### config.mk
export PLATFORM = sky130hd
export DESIGN_NAME = nvmr_cell
export DESIGN_NICKNAME = d
export VERILOG_FILES = /design/src/nvmr_pkg.sv /design/src/nvmr_cell.sv
export SDC_FILE = /design/constraint.sdc
export NUM_CORES = 1
export LEC_CHECK = 0
export BUFFER_PORTS_ARGS = -buffer_cell sky130_fd_sc_hd__buf_2
export CAP_MARGIN = 5
export CORE_MARGIN = 10
export CORE_UTILIZATION = 55
export CTS_BUF_LIST = sky130_fd_sc_hd__clkbuf_16
export DETAILED_ROUTE_END_ITERATION = 6
export PLACE_DENSITY = 0.91
export RECOVER_POWER = 50
export SLEW_MARGIN = 20
export SYNTH_ARGS = -nofsm -noshare
export SYNTH_HDL_FRONTEND = slang
export SYNTH_SLANG_ARGS = --single-unit
### constraint.sdc
create_clock -name clk_i -period 7.2 [get_ports clk_i]
set_clock_uncertainty 0.2 [all_clocks]
set_input_delay 0.72 -clock clk_i [delete_from_list [all_inputs] [get_ports clk_i]]
set_output_delay 0.72 -clock clk_i [all_outputs]
set_load 0.03 [all_outputs]
### src/nvmr_pkg.sv
// Shared types and codes for the nearest value match and remove block.
package nvmr_pkg;

  // Field widths fixed by the external interface
  localparam int unsigned ModeBits   = 2;
  localparam int unsigned StatusBits = 2;
  localparam int unsigned DataBits   = 32;

  typedef enum logic [ModeBits-1:0] {
    MODE_INSERT = 2'd0,
    MODE_QUERY  = 2'd1,
    MODE_CLEAR  = 2'd2
  } mode_e;

  typedef enum logic [StatusBits-1:0] {
    ST_OK    = 2'd0,
    ST_EMPTY = 2'd1,
    ST_FULL  = 2'd2
  } status_e;

  typedef enum logic {
    S_IDLE,
    S_RUN
  } state_e;

  // Command item
  typedef struct packed {
    mode_e               mode;
    logic [DataBits-1:0] value;
  } item_t;

  // Result item
  typedef struct packed {
    logic [DataBits-1:0] match_value;
    status_e             status;
  } result_t;

  // Control part of the token that walks the cell chain
  typedef struct packed {
    logic valid;  // token present at this stage
    logic ins;    // insert token, otherwise nearest search
    logic pend;   // insert value not yet placed
    logic found;  // search has a candidate
  } tok_ctl_t;

endpackage

### src/nvmr_cell.sv
// One storage cell of the chain: holds a value, places inserts, scores searches.
module nvmr_cell
  import nvmr_pkg::*;
#(
  parameter int unsigned VB       = 32,
  parameter int unsigned IW       = 6,
  parameter int unsigned CELL_IDX = 0
) (
  input  logic          clk_i,
  input  logic          rst_ni,
  // token from the previous cell
  input  tok_ctl_t      tok_i,
  input  logic [VB-1:0] key_i,
  input  logic [VB-1:0] bval_i,
  input  logic [VB-1:0] bdist_i,
  input  logic [IW-1:0] bidx_i,
  // token to the next cell
  output tok_ctl_t      tok_o,
  output logic [VB-1:0] key_o,
  output logic [VB-1:0] bval_o,
  output logic [VB-1:0] bdist_o,
  output logic [IW-1:0] bidx_o,
  // broadcast commands
  input  logic          clear_i,
  input  logic          rem_i,
  input  logic [IW-1:0] rem_idx_i
);

  logic          valid_q, valid_d;
  logic [VB-1:0] value_q, value_d;
  tok_ctl_t      tok_q, tok_d;
  logic [VB-1:0] key_q, bval_q, bval_d, bdist_q, bdist_d;
  logic [IW-1:0] bidx_q, bidx_d;
  logic [VB-1:0] delta;
  logic          better;
  logic          take;

  // Distance to the key and candidate test, ties to the smaller value
  always_comb begin
    delta  = (value_q >= key_i) ? (value_q - key_i) : (key_i - value_q);
    better = valid_q && (!tok_i.found || (delta < bdist_i) ||
                         ((delta == bdist_i) && (value_q < bval_i)));
    take   = tok_i.valid && tok_i.ins && tok_i.pend && !valid_q;
  end

  // Token update
  always_comb begin
    tok_d   = tok_i;
    bval_d  = bval_i;
    bdist_d = bdist_i;
    bidx_d  = bidx_i;
    if (tok_i.valid && !tok_i.ins && better) begin
      tok_d.found = 1'b1;
      bval_d      = value_q;
      bdist_d     = delta;
      bidx_d      = IW'(CELL_IDX);
    end
    if (take) begin
      tok_d.pend = 1'b0;
    end
  end

  // Cell contents
  always_comb begin
    valid_d = valid_q;
    value_d = value_q;
    if (clear_i) begin
      valid_d = 1'b0;
    end else if (rem_i && (rem_idx_i == IW'(CELL_IDX))) begin
      valid_d = 1'b0;
    end else if (take) begin
      valid_d = 1'b1;
      value_d = key_i;
    end
  end

  always_ff @(posedge clk_i or negedge rst_ni) begin
    if (!rst_ni) begin
      valid_q <= 1'b0;
      tok_q   <= '0;
    end else begin
      valid_q <= valid_d;
      tok_q   <= tok_d;
    end
  end

  // Payload, no reset
  always_ff @(posedge clk_i) begin
    value_q <= value_d;
    key_q   <= key_i;
    bval_q  <= bval_d;
    bdist_q <= bdist_d;
    bidx_q  <= bidx_d;
  end

  assign tok_o   = tok_q;
  assign key_o   = key_q;
  assign bval_o  = bval_q;
  assign bdist_o = bdist_q;
  assign bidx_o  = bidx_q;

endmodule

Yosys cells after proc, flatten, opt, wreduce, memory -nomap -nowiden. Index checks and enable logic that the tools add are counted.

Add/subtract/negate cells: 2. $lt $le $gt $ge: 3. Equality and inequality tests: 1. Muxes and demuxes: 8. Bitwise operators: 2. Reductions and logical operators: 16.

Operators with widths (count): $mux 32 (3); $lt 32x32->1 (2); $sub 32x32->32 (2); $eq 32x32->1 (1); $ge 32x32->1 (1); $logic_and 1x1->1 (8); $logic_not 6->1 (1); $mux 1 (5); $logic_not 1->1 (3); $reduce_and 3->1 (1); $reduce_bool 3->1 (1); $logic_or 1x1->1 (2); $not 1->1 (2).

Register bits after elaboration: 139. Output and inout bits: 106. Word-level logic and storage cells: 42.

Logic depth before layout (Yosys ltp).
Depth after elaboration: 8. Gate-level depth with buffers: 26. Depth with buffers taken out: 23.

Least setup slack after synthesis. No wires, ideal clock.

Path type: in2reg. Start point: in key_i[0]. End point: reg bdist_q[1] (netlist: bdist_o[1]). Data arrival time: 5.000 ns. Setup slack: 1.879 ns. Stages on the path: 19. Buffers on the path: 1. Cells stage by stage: ha_1 -> inv_1 -> fa_1 -> a211oi_2 -> o21ai_1 -> o31ai_4 -> a21o_1 -> nand3_1 -> mux2_2 -> a211o_1 -> a21boi_1 -> xnor2_1 -> ha_1 -> nand4_1 -> nor4_1 -> nand4_1 -> o21ai_1 -> clkbuf_1 -> mux2_2.

Longest elaborated chain between the ends: 8. Elaborated cells on any way between the ends: 12. Those cells by class: add/sub: 2; order compare: 2; eq/ne: 1; mux: 2; reduce/logical: 5.

Ends and longest elaborated chain: from (decl) (RTL line nvmr_cell.sv:13) `input logic [VB-1:0] key_i,`; $sub 32x32->32 or $ge 32x32->1 (tied branches) (RTL line nvmr_cell.sv:40) `delta = (value_q >= key_i) ? (value_q - key_i) : (key_i - value_q);`; $mux 32 * (RTL line nvmr_cell.sv:40); $lt 32x32->1 or $eq 32x32->1 (tied branches) (RTL line nvmr_cell.sv:41, nvmr_cell.sv:42); $logic_or 1x1->1 or $logic_and 1x1->1 (tied branches) (RTL line nvmr_cell.sv:41, nvmr_cell.sv:42); $logic_or 1x1->1 (RTL line nvmr_cell.sv:41) `better = valid_q && (!tok_i.found || (delta < bdist_i) ||`; $logic_and 1x1->1 (RTL line nvmr_cell.sv:41); $logic_and 1x1->1 (RTL line nvmr_cell.sv:52) `if (tok_i.valid && !tok_i.ins && better) begin`; $mux 32 * (RTL line nvmr_cell.sv:52); via bdist_d[1] (RTL line nvmr_cell.sv:32) `logic [VB-1:0] key_q, bval_q, bval_d, bdist_q, bdist_d;`; to (signal assigned) (RTL line nvmr_cell.sv:92) `bdist_q <= bdist_d;`; to (decl) (RTL line nvmr_cell.sv:32).

Mark *: on every way through the listed nets, which the timed path passes. The rest lies on a longest branch. A chain may end at the register's enable or synchronous reset.

Final worst setup path.
Start point: reg value_q[0]. End point: reg bdist_q[26] (netlist: bdist_o[26]).

Longest elaborated chain between the ends: 8. Elaborated cells on any way between the ends: 13. Those cells by class: add/sub: 2; order compare: 3; eq/ne: 1; mux: 2; reduce/logical: 5.

Ends and longest elaborated chain: from (decl) (RTL line nvmr_cell.sv:30) `logic [VB-1:0] value_q, value_d;`; from (signal assigned) (RTL line nvmr_cell.sv:89) `value_q <= value_d;`; $sub 32x32->32 or $ge 32x32->1 (tied branches) (RTL line nvmr_cell.sv:40); $mux 32 (RTL line nvmr_cell.sv:40); $lt 32x32->1 or $eq 32x32->1 (tied branches) (RTL line nvmr_cell.sv:41, nvmr_cell.sv:42); $logic_or 1x1->1 or $logic_and 1x1->1 (tied branches) (RTL line nvmr_cell.sv:41, nvmr_cell.sv:42); $logic_or 1x1->1 (RTL line nvmr_cell.sv:41); $logic_and 1x1->1 (RTL line nvmr_cell.sv:41); $logic_and 1x1->1 (RTL line nvmr_cell.sv:52); $mux 32 * (RTL line nvmr_cell.sv:52); via bdist_d[26] (RTL line nvmr_cell.sv:32).

Marks and branches as above.

==> run_results.csv <==
group,metric,value,unit
run_status,status,"finished, final reports clean",
placement,dp_hpwl,21500,um
setup_path,cpPeakStageDelay,0.70,ns
route,vias_per_cell,5.66,
sta,hold_viol,0,
floorplanning,num_rows,46,
floorplanning,die_w,148,um
synth,synth-seq-area-share,0.346,
grt,grt_overflow,0,
floorplanning,die-area,0.0220,mm2
power,pwr_density_cell,210,mW/mm2
placement,port_buffers,221,
finish,layout_common_cells,"145 x inv_1, 126 x ha_1, 118 x buf_2",
finish,nets,1475,
route,dr.pass1.iters,5,
clock_tree,cts_hold_buf,1,
synth,syn_nets,1272,
clock_tree,htree_levels,4,
synth,synthesis.instances,1028,
synth,netlist-cell-type-count,63,
clock_tree,cts_tree,"done",
sta,tightest_slew,0.794,ns
min_path,holdPathEnd,"key_o[26]",
grt,grt_first_pass_wirelength,43000,um
floorplanning,io_pins,222,
sta,maxSlewViolCount,0,
clock_tree,post_cts_resize_count,0,
synth,netlist_area,0.00905,mm2
placement,place.gp.congestion,0.931,
placement,post_dp_cell_area,0.0103,mm2
sta,tns,0,ns
synth,postSynthAreaPerCell,8.80,um2
route,routed_wl,26900,um
setup_path,endpoint_kind,"register",
synth,synth_edf_count,32,
clock_tree,clk_pin_slew,0.06,ns
finish,syn2layout_area_growth,18.4,%
sta,rsz0062_at_grt,"no",
synth,synthArstFlopShare,0.0360,
power,ir_drop,162,uV
setup_path,r2r-start,"value_q[0]",
setup_path,critical_path_buf_inv_count,3,
synth,ys_ff_latch,139,
setup_path,path_class,"register to register",
grt,antenna_found_initial,0,
setup_path,timing.critical_path.required,7.32,ns
sta,post-route-period-util,0.904,
finish,final_area,0.0107,mm2
power,power.leakage,5.11,nW
setup_path,crit_family,"compound AO/OA/AOI/OAI gates",
sta,setup_viol,0,
route,drcViolationCount,0,
clock_tree,cts_sinks,139,
job,cap_violations,0,
min_path,hold_depth,1,
route,wl_per_cell,18.4,um
grt,grt_usage,0.239,
route,antenna_left,0,
synth,synth_ff_type,"dfxtp_1",
setup_path,path_depth,20,
setup_path,reg2reg_depth,20,
route,drtIter0Drc,581,
clock_tree,cts-root-buf,"clkbuf_16",
setup_path,crit_slowest_cell,"and3_1",
clock_tree,post_cts_buffers,0,
finish,fin_cells,1461,
min_path,hp-class,"primary input to register",
synth,yosysWarnings,0,
setup_path,crit_fanout,30,
placement,dp_cells,1427,
floorplanning,die-height,148,um
setup_path,reg2reg_slack,0.69,ns
setup_path,cp_cell_sequence,"inv_1 > ha_1 > inv_1 > fa_1 > a211oi_2 > o21ai_1 > o31ai_4 > a21o_1 > and3_1 > mux2i_1 > a211o_1 > a21boi_1 > xnor2_1 > ha_1 > nand4_1 > nor4_1 > nand4_1 > o21ai_4 > buf_4 > mux2_2",
grt,grt_max_degree,60,
setup_path,critPathArrivalTime,6.63,ns
floorplanning,core-area,0.0160,mm2
sta,fin_crit,6.51,ns
sta,max_freq,154,MHz
grt,grt_pass1_vias,8387,
finish,final_common_cell,"inv_1",
sta,relSlewSlack,0.470,
route,vias,8272,
clock_tree,cts.path.max_buffers,2,
finish,nFillCells,1380,
floorplanning,start_util,0.566,
setup_path,r2r_end,"bdist_o[26]",
sta,holdWs,0.267,ns
clock_tree,numCtsBuffers,17,
finish,drive_gt1_frac,0.158,
min_path,worstHoldStart,"key_i[26]",
clock_tree,clk_latency,0.43,ns
setup_path,start_kind,"register",
power,totalPowerFinal,2.25,mW
[cell type report]
class,instances,area (um2),area share
diodes,1,2.50,0.000233
flip-flops and latches,139,3130,0.292
well taps,216,270,0.0252
inverters,145,544,0.0508
clock inverters,14,118,0.0110
multi-input cells,702,5180,0.483
clock buffers,18,450,0.0420
repair buffers,226,1030,0.0961
[routing by layer]
| layer | vias up | GRT usage | part of all wire |
|---|---|---|---|
| li1 | 4023 | - | - |
| met1 | 3881 | 0.296 | 0.43 |
| met2 | 330 | 0.401 | 0.48 |
| met3 | 38 | 0.0586 | 0.073 |
| met4 | 0 | 0.0738 | 0.017 |
| met5 | - | 0 | 0 |
[worst max-delay path by stage]
stage	startpoint	endpoint	slack, ns
final	value_q[0]	bdist_o[26]	0.69
after global routing	value_q[0]	bdist_o[26]	0.32
after CTS	value_q[0]	bdist_o[26]	0.77
after detailed placement	key_i[0]	bdist_o[26]	0.54
after global placement	key_i[0]	bdist_o[26]	0.84
after floorplan	key_i[0]	bdist_o[1]	1.88
[per-stage QoR]
step                      setup WS [ns]  utilization
final                             0.692        0.670
after global routing              0.322        0.670
after floorplan                    1.88            -
after global placement            0.835        0.642
after detailed placement          0.538        0.642
after CTS                         0.768        0.678
[power breakdown]
| part | leakage, nW | switching (mW) | internal, mW | total (mW) |
|---|---|---|---|---|
| Sequential | 1.21 | 0.0141 | 0.841 | 0.855 |
| Clock | 0.288 | 0.355 | 0.496 | 0.851 |
| Combinational | 3.61 | 0.356 | 0.190 | 0.546 |
[cells by family after synthesis]
family,count (synthesis),share of synthesized area
AO/OA/AOI/OAI,284,0.193
AND/OR/NAND/NOR,217,0.118
buffers and inverters,187,0.0836
flip-flops,139,0.346
adder cells (fa/ha/maj),128,0.179
multiplexers,43,0.0521
XOR/XNOR,30,0.0290
[state kept, by name (all words and copies together), names as in the netlist]
name,count
value_q,32
bval_o,32
valid_q,1
tok_o,4
bdist_o,32
bidx_o,6
key_o,32
[worst register-to-register path, cell delays in order, from the launching register on]
cell      delay (ns)
edfxtp_1        0.45
inv_1           0.09
ha_1            0.17
inv_1           0.07
fa_1            0.43
a211oi_2        0.21
o21ai_1         0.16
o31ai_4         0.32
a21o_1          0.22
and3_1          0.70
mux2i_1         0.25
a211o_1         0.41
a21boi_1        0.20
xnor2_1         0.11
ha_1            0.32
nand4_1         0.16
nor4_1          0.44
nand4_1         0.23
o21ai_4         0.52
buf_4           0.39
mux2_2          0.37
[cells in the mapped netlist (all sizes together), types with 13 or more instances]
cell type,count,share of area
clkbuf,13,0.0054
ha,126,0.17
xnor2,19,0.018
a21oi,98,0.054
nand2,77,0.032
nand4,31,0.023
edfxtp,32,0.11
a21o,23,0.019
nor2,48,0.020
inv,144,0.060
a211oi,13,0.011
mux2,33,0.041
o21ai,80,0.044
nor3,17,0.0094
buf,29,0.018
dfxtp,102,0.23
o21bai,13,0.011
No activity file was read; power rests on OpenSTA's default activity.
